`config.mk`:
```
export PLATFORM = sky130hd
export DESIGN_NAME = rmq_div_cell
export DESIGN_NICKNAME = d
export VERILOG_FILES = /design/src/assert_macros.svh /design/src/rmq_div_cell.sv
export SDC_FILE = /design/constraint.sdc
export NUM_CORES = 1
export LEC_CHECK = 0
export ABC_AREA = 1
export BUFFER_PORTS_ARGS = -buffer_cell sky130_fd_sc_hd__buf_2
export CAP_MARGIN = 20
export CORE_AREA = 2 2 713 715
export DETAILED_ROUTE_END_ITERATION = 6
export DIE_AREA = 0 0 715 717
export PLACE_DENSITY_LB_ADDON = 0.25
export SLEW_MARGIN = 20
export SYNTH_ARGS = -nofsm -noshare
export SYNTH_HDL_FRONTEND = slang
export SYNTH_SLANG_ARGS = --single-unit
```
`constraint.sdc`:
```
create_clock -name vclk -period 2.64
set_input_delay 0.132 -clock vclk [all_inputs]
set_output_delay 0.132 -clock vclk [all_outputs]
set_load 0.05 [all_outputs]
```
`src/assert_macros.svh`:
```
// Assertion macros shared by the RTL files.
// Bodies are empty when SYNTHESIS is defined.
`ifndef ASSERT_MACROS_SVH
`define ASSERT_MACROS_SVH
`ifndef SYNTHESIS
`define ASSERT_IMPLIES(label, clk, rst_n, a, b) \
	label: assert property (@(posedge clk) disable iff (!rst_n) (a) |-> (b)) \
		else $error("assertion failed");
`define ASSERT_NEXT(label, clk, rst_n, a, b) \
	label: assert property (@(posedge clk) disable iff (!rst_n) (a) |=> (b)) \
		else $error("assertion failed");
`else
`define ASSERT_IMPLIES(label, clk, rst_n, a, b)
`define ASSERT_NEXT(label, clk, rst_n, a, b)
`endif
`endif

```
`src/rmq_div_cell.sv`:
```
// One restoring division step for three quotients sharing a divisor.
// Depends on nothing but its parameters.
`default_nettype none
module rmq_div_cell #(
	parameter int NW = 96
) (
	input  wire logic [NW-1:0]     den_i,
	input  wire logic [2:0][NW-1:0] rem_i,
	input  wire logic [2:0][NW-1:0] num_i,
	input  wire logic [2:0][NW-1:0] q_i,
	output logic      [2:0][NW-1:0] rem_o,
	output logic      [2:0][NW-1:0] num_o,
	output logic      [2:0][NW-1:0] q_o
);
	logic [NW-1:0] t;
	always_comb begin
		for (int k = 0; k < 3; k++) begin
			t = {rem_i[k][NW-2:0], num_i[k][NW-1]};
			num_o[k] = {num_i[k][NW-2:0], 1'b0};
			if (t >= den_i) begin
				rem_o[k] = t - den_i;
				q_o[k] = {q_i[k][NW-2:0], 1'b1};
			end else begin
				rem_o[k] = t;
				q_o[k] = {q_i[k][NW-2:0], 1'b0};
			end
		end
	end
endmodule
`default_nettype wire

```
=== Word level (Yosys, flattened, before mapping) ===
Cells that the tools add are included.

* Add/sub/neg operators: 3
* $lt $le $gt $ge: 3
* Multiplexer cells: 6

{| class="wikitable"
|+ Operator list
! cell !! number
|-
| $ge 96x96->1 || 3
|-
| $mux 96 || 3
|-
| $sub 96x96->96 || 3
|-
| $mux 1 || 3
|}

* Register bits: 0
* Input port bits: 960
* Output and inout bits: 864
* Word-level logic and storage cells: 12

=== Longest topological paths before layout ===
Gate-level depths: netlist (run 1).

* Word-level depth: 2
* Depth in mapped cells: 18

=== Worst setup path before layout (run 1) ===
Ideal clock, no wire load.

* Path type: input to output
* From: input den_i[3]
* To: output rem_o[127] in the netlist's numbering
* Arrival time: 2.832 ns
* Setup slack: -0.324 ns
* Cell stages on the path: 14
* Path buffers: 2
* Path through: inv_1 > ha_1 > or2_0 > nand3_1 > nand2_1 > nand2_1 > nand2_1 > nand2_1 > nand2_1 > nand2_2 > nand4_2 > buf_6 > buf_4 > o21ai_0

{| class="wikitable"
|+ RTL lines
! element !! line !! text
|-
| start, declared || rmq_div_cell.sv:7 || <nowiki>input wire logic [NW-1:0] den_i,</nowiki>
|-
| end, declared || rmq_div_cell.sv:11 || <nowiki>output logic [2:0][NW-1:0] rem_o,</nowiki>
|}

==> impl_metrics.csv, run 1 <==
group,metric,value,unit
outcome,outcome,"finished with violations",
outcome,violations,"negative setup slack",
logic_synthesis,syn_inst,8289,
global_route,grt_pass1_wl,614600,um
layout,fillCellCount,59430,
setup_path,required,2510,ps
global_route,gr-usage-met2,0.3210,
logic_synthesis,yosysTopAreaCell,"nand2_1",
timing,hold_viol_final,0,
floorplan,initial_utilization,0.07677,
global_route,grtUsageMet3,0.06535,
logic_synthesis,yosysSeqAreaShare,0,
logic_synthesis,ys_warn_count,0,
detailed_routing,drt-initial-drc-count,3231,
global_route,grt_pass1_vias,59600,
timing,worst_pin_slew,823.2,ps
timing,setup_viol_count_final,291,
logic_synthesis,synth_top_area_frac,0.3321,
power_and_ir_drop,powerDensity,354.0,nW/um^2
layout,final_layout_size_suffix_gt1_frac,0.3881,
detailed_routing,drc,0,
timing,slew-limit-headroom,0.4512,
floorplan,die_h,717,um
global_route,antenna_found_initial,165,
setup_path,arrival,3150,ps
floorplan,fp.dieArea,512700,um^2
placed_design,hpwl,466700,um
setup_path,crit_type,"input port to output port",
floorplan,row_count,261,
logic_synthesis,yosysMostFrequentCell,"nand2_1",
layout,nClkBuffers,0,
layout,syn_to_final_growth,98.19,%
logic_synthesis,synthTopCellsByArea,"nand2_1, inv_1, buf_4",
timing,clock.fmax,304.6,MHz
power_and_ir_drop,leakage,42.04,nW
timing,finalCritPeriodShare,1.244,
worst_hold_path,hold_class,"input port to output port",
global_route,met1_usage,0.2057,
timing,finalWorstSetupSlack,-643.2,ps
detailed_routing,wl,503700,um
logic_synthesis,syn_area,38730,um^2
global_route,grt_max_degree,48,
floorplan,core_area,504500,um^2
logic_synthesis,synthTopCellsByCount,"nand2_1, inv_1, nor2_1",
layout,seq_area,0,um^2
setup_path,crit_fanout,7,
global_route,grt_overflow,0,
global_route,grtUsageTotal,0.1874,
logic_synthesis,netlist-cell-type-count,34,
power_and_ir_drop,peakVddDrop,0.0002034,V
detailed_routing,wl_per_cell,28.90,um
placed_design,globalplace.congestion,1.021,
detailed_routing,num_vias,58990,
placed_design,port_buffers,675,
layout,seq_cell_count,0,
layout,utilization,0.1522,
setup_path,start_kind,"input port",
layout,fin_nets,11910,
floorplan,die_x,715,um
floorplan,pin_count,1824,
detailed_routing,first_pass_iters,6,
global_route,top_usage_layer,"met2",
timing,whs,264.0,ps
clock_tree,cts_hold_buf,0,
setup_path,cp-end-kind,"output port",
job,maxCapViolations,0,
detailed_routing,ant_nets,0,
timing,rsz0062_at_grt,"true",
logic_synthesis,syn_avg_cell_area,4.673,um^2
detailed_routing,viasPerCell,3.384,
timing,period_minus_slack,3283,ps
timing,slew_violations,0,
## cells by family after synthesis
logic type               Yosys count  synth area share
AND/OR/NAND/NOR                 4767            0.4951
AO/OA/AOI/OAI                    337           0.04406
other                              1        0.00009682
buffers and inverters           2729            0.3291
XOR/XNOR                         164           0.03708
adder cells (fa/ha/maj)          291           0.09458
## power breakdown
group	internal, mW	leakage [nW]	switching (mW)	total (mW)
clock network	0.00000278	0.000418	0	0.00000278
logic	10.8	42.0	16.4	27.2
registers	0	0	0	0
## worst max-delay path, stage by stage
cell and delay (ps):
buf_16 100, clkinvlp_4 170, ha_4 330, buf_6 90, nand4_1 360, nor3_4 300, buf_6 160, nand4_1 180
nand4_4 190, buf_4 150, buf_12 140, buf_4 120, nand3_1 170, nand2_1 210, buf_2 300
## layer usage
metal / wire length (um) / up-vias / part of all wire
met5: 866 / - / 0.0017
met1: 189900 / 27010 / 0.38
met2: 232400 / 2370 / 0.46
met4: 33250 / 90 / 0.066
li1: - / 28620 / -
met3: 47320 / 894 / 0.094
## cell type report
class	instances	area [um^2]	share of cell area
inverters	2061	7775	0.1013
multi-input cells	5562	31640	0.4121
diodes	66	165.2	0.002151
repair buffers	3035	28800	0.3751
well taps	6706	8391	0.1093
## per-stage QoR
| step | TNS [ps] | total power [mW] | instances | setup slack [ps] | area, um^2 |
|---|---|---|---|---|---|
| finish | -137790 | 27.18 | 17430 | -643.2 | 76770 |
| global route | -163060 | 28.56 | 17380 | -689.9 | 76650 |
| CTS | -154890 | 26.42 | 17310 | -654.0 | 73260 |
| detailed placement | -336620 | 24.46 | 17210 | -1717 | 67910 |
| global placement | -335180 | 24.63 | 17210 | -1731 | 67910 |
| floorplan | 0 | 11.10 | 8291 | 44.85 | 38740 |
## cells in the final DEF (no fill, tap or decap), types with 140 or more instances in the layout
cell / n
inv_1: 1945
ha_1: 142
a21oi_1: 140
buf_12: 433
nand2_2: 293
nand4_1: 214
nand3_1: 276
nor2_1: 483
buf_2: 396
nand2_1: 3079
buf_4: 1991
## worst paths after layout
| check | from | to | cells after the start |
|---|---|---|---|
| min | num_i[198] | num_o[199] | 0 |
| max | den_i[1] | rem_o[259] | 15 |
## repair_timing
action                     CTS  global route
pin swaps                   94            92
gates cloned                18            15
setup buffers               88            54
setup endpoints to repair  291           291
gates resized for setup    913           672
Note: power is estimated with default switching activity, not from simulation.
==> run 2: changes to the inputs <==
==> constraint.sdc (replaced) <==
create_clock -name vclk -period 2.64
set_input_delay 0.132 -clock vclk [all_inputs]
set_output_delay 0.132 -clock vclk [all_outputs]
set_load 0.01 [all_outputs]
==> impl_metrics.csv, run 2 (synthesis gave the netlist of run 1 again) <==
group,metric,value,unit
global_route,grt_pass1_vias,59350,
detailed_routing,ant_nets,0,
layout,fin_nets,12030,
detailed_routing,drc,0,
setup_path,start_kind,"input port",
detailed_routing,num_vias,58960,
floorplan,die_h,717,um
power_and_ir_drop,leakage,41.82,nW
clock_tree,cts_hold_buf,0,
detailed_routing,drt-initial-drc-count,3794,
timing,slew_violations,0,
setup_path,cp_cell_sequence,"buf_4 > inv_2 > buf_12 > buf_4 > ha_4 > buf_4 > nand2_1 > nor2_1 > inv_1 > nor2_2 > inv_1 > nor2_1 > nand2_1 > nor2_1 > nand2_2 > nand4_1 > nand3_1 > nand2_2 > buf_2",
global_route,grt_pass1_wl,601500,um
detailed_routing,first_pass_iters,6,
floorplan,pin_count,1824,
global_route,grtUsageTotal,0.1828,
setup_path,crit_fanout,4,
outcome,violations,"negative setup slack",
global_route,antenna_found_initial,125,
layout,syn_to_final_growth,98.16,%
setup_path,required,2510,ps
worst_hold_path,hold_class,"input port to output port",
setup_path,critPathMaxStageDelay,270,ps
setup_path,cp_slowest_cell,"ha_4",
detailed_routing,wl_per_cell,28.04,um
placed_design,hpwl,457100,um
power_and_ir_drop,peakVddDrop,0.0001553,V
timing,hold_viol_final,0,
floorplan,row_count,261,
global_route,grt_max_degree,48,
setup_path,critPathTopFamily,"simple AND/OR/NAND/NOR gates",
floorplan,core_area,504500,um^2
timing,finalWorstSetupSlack,-593.1,ps
timing,slew-limit-headroom,0.5363,
placed_design,globalplace.congestion,0.9849,
floorplan,die_x,715,um
timing,worst_pin_slew,693.0,ps
job,maxCapViolations,0,
timing,period_minus_slack,3233,ps
layout,final_cell_mix,"nand2_1, buf_4, inv_1, buf_2, nor2_1",
setup_path,crit_type,"input port to output port",
setup_path,worst-path-buf-inv,8,
timing,finalCritPeriodShare,1.225,
layout,nClkBuffers,0,
placed_design,dp_slack,-1552,ps
layout,utilization,0.1521,
floorplan,initial_utilization,0.07677,
timing,clock.fmax,309.3,MHz
layout,seq_cell_count,0,
timing,setup_viol_count_final,291,
timing,rsz0062_at_grt,"true",
layout,final_common_cell,"nand2_1",
setup_path,arrival,3100,ps
outcome,outcome,"finished with violations",
placed_design,port_buffers,675,
timing,whs,264.0,ps
layout,final_layout_size_suffix_gt1_frac,0.4114,
layout,seq_area,0,um^2
power_and_ir_drop,power,23.19,mW
setup_path,cp-end-kind,"output port",
detailed_routing,wl,491900,um
floorplan,fp.dieArea,512700,um^2
detailed_routing,viasPerCell,3.361,
global_route,grt_overflow,0,
power_and_ir_drop,powerDensity,302.2,nW/um^2
run 2: cell count changes in the layout (fill, tap and decap cells not counted), sizes merged:
cell / previous run / this run
diode: 66 / 59
bufbuf: 4 / 1
buf: 3016 / 3136
clkbuf: 15 / 19
clkinvlp: 5 / 19
inv: 2051 / 2037
run 2: worst paths after layout:
| kind | from | end | cells after the start |
|---|---|---|---|
| worst min-delay path | num_i[112] | num_o[113] | 0 |
| worst max-delay path | den_i[74] | rem_o[91] | 19 |
run 2: where the power goes:
part / switching [mW] / internal [mW]
sequential: 0 / 0
combinational: 13.4 / 9.79
clock: 0 / 0.00000291
total: 13.4 / 9.79
run 2: repair_timing:
item	in CTS	in global routing
buffers inserted	106	55
gates resized for setup	840	872
setup endpoints to repair	291	291
pin swaps	113	147
gates cloned	13	15
endpoints found under the hold margin	0	0
run 2: layout make-up:
class | instances | area (um^2)
Fill cell | 59490 | 427800
Timing Repair Buffer | 3156 | 27520
Antenna cell | 59 | 147.6
Tap cell | 6706 | 8391
Inverter | 2061 | 7834
Multi-Input combinational cell | 5562 | 32860
run 2: through the flow:
| step | area, um^2 | TNS (ps) | std cells |
|---|---|---|---|
| 2_1_floorplan | 38740 | 0 | 8291 |
| 3_3_place_gp | 66350 | -319220 | 17310 |
| 3_5_place_dp | 66530 | -301050 | 17310 |
| 4_1_cts | 71990 | -153040 | 17430 |
| 5_1_grt | 76620 | -149060 | 17490 |
| 6_report | 76750 | -116200 | 17540 |
run 2: routing by layer:
metal	vias up	global-route usage	wire length [um]
li1	28870	-	-
met1	27020	0.2027	188400
met2	2234	0.3155	231300
met3	764	0.06404	44300
met4	68	0.07738	27310
met5	-	0.003548	655
