$ cat config.mk
export PLATFORM = sky130hd
export DESIGN_NAME = rmq_sqrt_cell
export DESIGN_NICKNAME = d
export VERILOG_FILES = /design/src/assert_macros.svh /design/src/rmq_sqrt_cell.sv
export SDC_FILE = /design/constraint.sdc
export NUM_CORES = 1
export LEC_CHECK = 0
export ABC_AREA = 1
export BUFFER_PORTS_ARGS = -buffer_cell sky130_fd_sc_hd__buf_4
export CORE_ASPECT_RATIO = 0.8
export CORE_MARGIN = 10
export CORE_UTILIZATION = 35
export DETAILED_ROUTE_END_ITERATION = 7
export PLACE_DENSITY = 0.61
export SYNTH_ARGS = -nofsm -noshare
export SYNTH_HDL_FRONTEND = slang
export SYNTH_SLANG_ARGS = --single-unit
$ cat constraint.sdc
create_clock -name vclk -period 2.75
set_input_delay 0.275 -clock vclk [all_inputs]
set_output_delay 0.275 -clock vclk [all_outputs]
set_load 0.02 [all_outputs]
$ cat src/assert_macros.svh
// Assertion macros shared by the RTL files.
// Bodies are empty when SYNTHESIS is defined.
`ifndef ASSERT_MACROS_SVH
`define ASSERT_MACROS_SVH
`ifndef SYNTHESIS
`define ASSERT_IMPLIES(label, clk, rst_n, a, b) \
	label: assert property (@(posedge clk) disable iff (!rst_n) (a) |-> (b)) \
		else $error("assertion failed");
`define ASSERT_NEXT(label, clk, rst_n, a, b) \
	label: assert property (@(posedge clk) disable iff (!rst_n) (a) |=> (b)) \
		else $error("assertion failed");
`else
`define ASSERT_IMPLIES(label, clk, rst_n, a, b)
`define ASSERT_NEXT(label, clk, rst_n, a, b)
`endif
`endif

$ cat src/rmq_sqrt_cell.sv
// One step of the digit-by-digit square root, a cell of the chain.
// Depends on nothing but its parameters.
`default_nettype none
module rmq_sqrt_cell #(
	parameter int RW = 64,
	parameter int STEP = 0
) (
	input  wire logic [RW-1:0] rem_i,
	input  wire logic [RW-1:0] res_i,
	output logic      [RW-1:0] rem_o,
	output logic      [RW-1:0] res_o
);
	localparam int SH = RW - 2 - 2 * STEP;
	logic [RW-1:0] bitv;
	logic [RW-1:0] trial;
	always_comb begin
		bitv = {{(RW-1){1'b0}}, 1'b1} << SH;
		trial = res_i + bitv;
		if (rem_i >= trial) begin
			rem_o = rem_i - trial;
			res_o = (res_i >> 1) + bitv;
		end else begin
			rem_o = rem_i;
			res_o = res_i >> 1;
		end
	end
endmodule
`default_nettype wire

# ---- Word level (Yosys, flattened, before mapping)
# Index checks and enable logic that the tools add are counted.
dict set report classes {
  add_sub_neg 3
  magnitude_cmp 1
  n_mux 2
}
# cell count
set ops {}
lappend ops {{64-bit two-way mux} 2}
lappend ops {{63-bit by 63-bit adder with 64-bit output (second input constant)} 1}
lappend ops {{64-bit by 63-bit adder with 64-bit output (second input constant)} 1}
lappend ops {{64-bit >= comparator} 1}
lappend ops {{64-bit subtractor} 1}
dict set report totals {
  ff_bits 0
  input_bits 128
  output_inout_bits 128
}

# ---- Longest topological paths before layout
# Gate-level depths: netlist of run 1.
dict set report logic_depth {
  ltp_word 3
  depth_mapped 18
  mapped_depth_nobuf 17
}

# ---- Worst setup path after synthesis of run 1
# OpenSTA, ideal clock, no wires.
dict set report synth_path {
  kind {input to output}
  startpoint {input port rem_i[0]}
  endpoint {output port res_o[62]}
  arrival_ns 2.211
  setup_slack_ns 0.264
  stages 17
  cell_sequence {inv_1 > ha_1 > fa_1 > inv_1 > nand3_1 > nand2_4 > nand2_2 > nand2_4 > nand2_4 > nand2_4 > nand2_2 > nand3_2 > nand2_2 > nand2_4 > buf_6 > buf_6 > ha_1}
}
dict set report synth_between {
  elab_chain_cells 2
}
# element line
set synth_rtl {}
lappend synth_rtl {{start, declared} rmq_sqrt_cell.sv:8} ;# input wire logic [RW-1:0] rem_i,
lappend synth_rtl {{64-bit >= comparator} rmq_sqrt_cell.sv:19} ;# if (rem_i >= trial) begin
lappend synth_rtl {{64-bit two-way mux} rmq_sqrt_cell.sv:19}
lappend synth_rtl {{end, declared} rmq_sqrt_cell.sv:11} ;# output logic [RW-1:0] res_o
# Every way passes these cells.

# ---- Worst setup path after layout of run 1
dict set report layout_path {
  startpoint {input port rem_i[55]}
  endpoint {output port rem_o[56]}
}
dict set report layout_between {
  elab_chain_cells 2
}
# element line
set layout_rtl {}
lappend layout_rtl {{64-bit subtractor / 64-bit >= comparator (equally long branches)} {rmq_sqrt_cell.sv:20, rmq_sqrt_cell.sv:19}}
lappend layout_rtl {{64-bit two-way mux *} rmq_sqrt_cell.sv:19}
lappend layout_rtl {{end, declared} rmq_sqrt_cell.sv:10} ;# output logic [RW-1:0] rem_o,
# Every way passes the cells marked *; elsewhere a longest branch is shown, timed or not.

==> summary.txt, run 1 <==
Die
  • Die H: 152 µm
  • Placement Rows: 48
  • Die footprint: 28200 µm²
  • Top-Level Pins: 256
  • Die Wd: 185 µm
  • Core area: 21500 µm²
  • Initial Util: 35.5%

Critical path
  • Crit Path Class: primary input to output port
  • Endpoint type of the worst setup path: output port
  • WP data arrival: 2.42 ns
  • Largest fanout on the critical path: 12
  • Most used cell, CP: nand2_1
  • Crit path required time: 2.48 ns
  • Worst-path cell chain: buf_4 -> ha_1 -> nand2_1 -> inv_2 -> nand2_2 -> nor3_4 -> nand2_2 -> buf_6 -> nor3_4 -> nand2_4 -> nand2_8 -> clkinv_8 -> clkbuf_16 -> nand2_1 -> nand2_1 -> buf_6
  • CP max-delay cell: ha_1
  • Startpoint types: primary input
  • CP max stage delay: 0.31 ns

Place
  • Final RePlAce weighted congestion: 0.974
  • Post-DP HPWL: 30600 µm
  • IO buf count: 256
  • Dpl ws: -0.0825 ns

Route
  • DRC: 0
  • Vias after detailed routing: 10.4k
  • DRT Pass-1 Iters: 5
  • DR iter-0 viols: 924
  • Routed Antenna Nets: 0
  • DR vias/cell: 4.61
  • Final wirelength: 35500 µm
  • Routed WL per cell: 15.8 µm

STA
  • Unrepaired setup endpoints after global routing: true
  • Setup Viol. Count Final: 0
  • Hold Fails Final Rpt: 0
  • Slew margin rel.: 75.9%
  • Tmin final: 2.69 ns
  • Fin crit share: 97.9%
  • Max Freq: 371 MHz
  • Worst Setup Slack, final: 0.0577 ns
  • Final Max Tran Viols: 0
  • Slew @ Worst Pin: 0.360 ns
  • Hold slack: 0.758 ns

Global route
  • Total GRT Usage: 22.4%
  • First-pass GRT wire length: 51000 µm
  • GRT Residual Overflow: 0
  • Initial antenna violation count: 0
  • Vias in the first global route: 9559
  • Pin count of the biggest net entering global routing: 37

Synth
  • Avg Cell Area, Syn: 4.64 µm²
  • Synth top area cells: nand2_1, inv_1, ha_1
  • Synth area leader: nand2_1
  • Post-synth cell types: 29
  • Synthesized instance count: 1644
  • Mapped Area: 7630 µm²
  • Net Count, Synth: 1838
  • Yosys top cell area share: 37.1%
  • Sequential element share of the synthesized area: 0%
  • Syn. warnings: 0

Pwr
  • Psw: 0.00194 W
  • Leak: 7.42 nW
  • Share of power burned in combinational logic: 100.0%
  • Cell Pwr Density: 296 nW/µm²
  • Internal power: 0.00143 W
  • Total Power: 0.00337 W
  • Clock network power share: 0%
  • Sw Ratio: 57.5%
  • Peak VDD IR: 153 µV
  • Sequential share of power: 0%

Cells and area
  • Commonest non-fill, non-tap cell in the layout: nand2_1
  • Seq cells: 0
  • Ratio of cells with drive above 1 in the final layout: 29.1%
  • N_diodes: 0
  • Synthesis-to-finish area growth: 49.0%
  • Layout Nets: 2173
  • Utilization after layout: 52.9%
  • Fill count: 2395
  • Register area: 0 µm²
  • Clock buffers: 0
  • Commonest non-fill, non-tap cells in the layout: nand2_1, inv_1, buf_4

Min path
  • Tightest Hold Check Type: primary input to output port

Flow run
  • Max-cap violations: 0

Status
  • Outcome: finished, final reports clean
## cell families after synthesis
logic type / count (synthesis) / share of synthesized area [%]
buffers and inverters: 482 / 27.4
and+or+nand+nor: 1013 / 54.5
adders and majority gates: 66 / 10.9
xor gates and xnor gates: 32 / 3.67
AOI/OAI and AO/OA: 51 / 3.49
## synth_stat cells
cell type	n
nand2_1	754
inv_1	397
nor2_1	110
nand3_1	80
ha_1	65
buf_4	63
a21oi_1	40
xor2_1	30
nand4_1	20
nand3_2	11
inv_2	9
nand2_2	9
buf_2	8
nor3_1	7
o21ai_0	7
nand2_4	5
nor2_2	5
a21oi_2	3
buf_6	3
nor2_4	3
nor3_2	3
nor4_1	3
and2_1	2
xnor2_1	2
and3_1	1
buf_12	1
clkinv_1	1
fa_1	1
o21ai_1	1
## critical path, delay by kind of cell
kind | cells | cell delay [ns]
AND/OR/NAND/NOR | 9 | 1.01
buffers and inverters | 6 | 0.80
adder cells (fa/ha/maj) | 1 | 0.31
## layout make-up
| class | instances | area (µm²) | share of cell area [%] |
|---|---|---|---|
| repair inverters | 1 | 8.76 | 0.0770 |
| well taps | 275 | 344 | 3.02 |
| inverters | 407 | 1540 | 13.5 |
| multi-input cells | 1162 | 6040 | 53.1 |
| repair buffers | 407 | 3440 | 30.3 |
## layer usage
layer / GRT usage, % / wire (µm) / up-vias
met1: 33.5 / 17500 / 4576
met3: 4.34 / 3230 / 18
met4: 1.04 / 255 / 0
met2: 33.6 / 14600 / 356
met5: 0 / 0 / -
li1: - / - / 5425
## path summary, 6_finish.rpt
| kind | slack [ns] | depth (start not counted) | endpoint | startpoint |
|---|---|---|---|---|
| min | 0.76 | 2 | res_o[10] | res_i[11] |
| max | 0.06 | 16 | rem_o[56] | rem_i[55] |
## what timing repair did
action / 4_1_cts / 5_1_grt
cloned: 0 / 9
hold buffers: 0 / 0
resized for setup: 6 / 201
buffers inserted: 0 / 6
pin swaps: 0 / 30
setup endpoints to repair: 62 / 66
## metrics by stage
step	cell area, µm²	std cells	TNS (ns)
2_1_floorplan	7630	1644	0
3_3_place_gp	10400	2237	-0.203
3_5_place_dp	10400	2237	-1.02
4_1_cts	10400	2237	0
5_1_grt	11400	2252	-1.48
6_report	11400	2252	0
## power by group through the flow
| stage | Combinational (W) | Sequential (W) | Clock, W |
|---|---|---|---|
| 6_report | 0.00337 | 0 | 0 |
| 5_1_grt | 0.00365 | 0 | 0 |
| 4_1_cts | 0.00290 | 0 | 0 |
| 3_5_place_dp | 0.00288 | 0 | 0 |
| 3_3_place_gp | 0.00287 | 0 | 0 |
| 2_1_floorplan | 0.00166 | 0 | 0 |
Note: power is estimated with default switching activity, not from simulation.
==> run 2, diff against run 1 <==
--- a/config.mk
+++ b/config.mk
@@ -7,7 +7,6 @@
 export LEC_CHECK = 0
 export ABC_AREA = 1
 export BUFFER_PORTS_ARGS = -buffer_cell sky130_fd_sc_hd__buf_4
-export CORE_ASPECT_RATIO = 0.8
 export CORE_MARGIN = 10
 export CORE_UTILIZATION = 35
 export DETAILED_ROUTE_END_ITERATION = 7
==> summary.txt, run 2 (synthesis results as in run 1) <==
Global route
  • First-pass GRT wire length: 53100 µm (+4.2%)
  • Total GRT Usage: 23.3% (+0.86 points)
  • Vias in the first global route: 9729 (+1.8%)
  • GRT Residual Overflow: 0 (unchanged)
  • Initial antenna violation count: 0 (unchanged)
  • Pin count of the biggest net entering global routing: 31 (-16%)

Cells and area
  • Commonest non-fill, non-tap cell in the layout: nand2_1
  • Register area: 0 µm² (unchanged)
  • Seq cells: 0 (unchanged)
  • Fill count: 2471 (+3.2%)
  • Synthesis-to-finish area growth: 42.8%
  • Ratio of cells with drive above 1 in the final layout: 26.1% (-3.0 points)
  • Commonest non-fill, non-tap cells in the layout: nand2_1, inv_1, buf_4
  • Utilization after layout: 51.4% (-1.5 points)
  • N_diodes: 0 (unchanged)
  • Layout Nets: 2164 (-0.41%)
  • Clock buffers: 0 (unchanged)

Die
  • Placement Rows: 53 (+10%)
  • Initial Util: 36.0% (+0.47 points)
  • Die footprint: 28100 µm² (-0.13%)
  • Top-Level Pins: 256 (unchanged)
  • Die H: 168 µm (+10%)
  • Die Wd: 168 µm (-9.4%)
  • Core area: 21200 µm² (-1.3%)

STA
  • Setup Viol. Count Final: 0 (unchanged)
  • Total negative setup slack: 0 ns (unchanged)
  • Hold slack: 0.759 ns (+0.000298 ns)
  • Fin crit share: 98.1% (+0.21 points)
  • Slew margin rel.: 75.1% (-0.74 points)
  • Tmin final: 2.70 ns (+0.00585 ns)
  • Slew @ Worst Pin: 0.370 ns (+0.00964 ns)
  • Max Freq: 371 MHz (-0.22%)
  • Unrepaired setup endpoints after global routing: true
  • Hold Fails Final Rpt: 0 (unchanged)
  • Final Max Tran Viols: 0 (unchanged)

Route
  • DR vias/cell: 4.58 (-0.53%)
  • DR iter-0 viols: 638 (-31%)
  • Vias after detailed routing: 10.3k (-0.93%)
  • DRT Pass-1 Iters: 5 (unchanged)
  • Final wirelength: 35900 µm (+1.0%)
  • Routed WL per cell: 16.0 µm (+1.4%)
  • DRC: 0 (unchanged)
  • Routed Antenna Nets: 0 (unchanged)

Flow run
  • Max-cap violations: 0 (unchanged)

Min path
  • Tightest Hold Check Type: primary input to output port
  • Worst Hold Launch: res_i[55]
  • Hold Path Sink: res_o[54]
  • Worst Hold Path Cells: 2 (unchanged)

Critical path
  • Startpoint types: primary input
  • Crit Path Class: primary input to output port
  • Largest fanout on the critical path: 6 (-6)
  • Worst Path Buf+Inv: 6 (unchanged)
  • CP max-delay cell: ha_1
  • Crit path required time: 2.48 ns (about the same)
  • Most used cell, CP: nand2_1
  • CP max stage delay: 0.32 ns (about the same)
  • Endpoint type of the worst setup path: output port
  • Top Family by Delay on Critical Path: simple AND/OR/NAND/NOR gates
  • Worst-path cell chain: buf_4 -> ha_1 -> nand2_2 -> inv_1 -> nand2_1 -> nand2_1 -> inv_1 -> nand2_2 -> a21oi_2 -> nand3_2 -> nand2_4 -> nand2_8 -> buf_12 -> clkbuf_16 -> nand3_1 -> nand2_1 -> buf_4
  • WP data arrival: 2.42 ns (about the same)

Pwr
  • Peak VDD IR: 162 µV (+5.8%)
  • Leak: 7.26 nW (-2.1%)
  • Cell Pwr Density: 283 nW/µm² (-4.5%)
  • Total Power: 0.00308 W (-8.5%)

Place
  • IO buf count: 256 (unchanged)
  • Final RePlAce weighted congestion: 0.965 (-1.0%)
  • Post-DP HPWL: 32500 µm (+6.2%)

Status
  • Outcome: finished, final reports clean

Clock tree
  • Hold_buf cts: 0 (unchanged)
[run 2: changes by cell type in the layout (fill, tap and decap cells not counted), moves of 4 or more]
| cell | change |
|---|---|
| buf_12 | +5 |
| buf_4 | +42 |
| buf_6 | -49 |
| ha_1 | +4 |
| nand2_1 | +47 |
| nand2_2 | -46 |
| nor2_1 | -8 |
| nor2_2 | +6 |
[run 2: layout make-up]
cell class	instances	area [µm²]	share of cell area [%]
timing repair buffer	399	3190	29.2
tap	275	344	3.16
multi-input combinational	1162	5830	53.5
inverter	407	1540	14.1
[run 2: worst max-delay path by stage]
stage | start | endpoint | slack, ns | cells past startpoint
after floorplan | rem_i[0] | res_o[62] | 0.26 | 17
after global placement | rem_i[0] | rem_o[60] | -0.14 | 20
after detailed placement | rem_i[0] | rem_o[60] | -0.14 | 20
after CTS | rem_i[0] | rem_o[56] | -0.04 | 20
after global routing | rem_i[27] | rem_o[62] | -0.07 | 17
final | rem_i[23] | rem_o[59] | 0.05 | 17
[run 2: power breakdown]
part           internal [W]  switching (W)
combinational       0.00127        0.00181
clock                     0              0
sequential                0              0
total               0.00127        0.00181
[run 2: routing by layer]
metal / vias up / track usage, % / part of all wire (%)
li1: 5416 / - / -
met3: 28 / 2.86 / 5.5
met5: - / 0 / 0
met2: 285 / 41.0 / 48
met1: 4550 / 29.8 / 45
met4: 0 / 4.13 / 1.9
[run 2: metrics by stage]
step / setup slack [ns] / instance area [µm²] / cells
finish: 0.0519 / 10900 / 2243
global route: -0.0732 / 10900 / 2243
CTS: -0.0445 / 10400 / 2235
detailed placement: -0.141 / 10400 / 2235
global placement: -0.143 / 10400 / 2235
floorplan: 0.264 / 7630 / 1644
[run 2: timing repair]
action / CTS / global route
gates cloned: 0 / 3
setup buffers: 0 / 5
setup endpoints to repair: 28 / 66
resized for setup: 5 / 95
pin swaps: 0 / 13
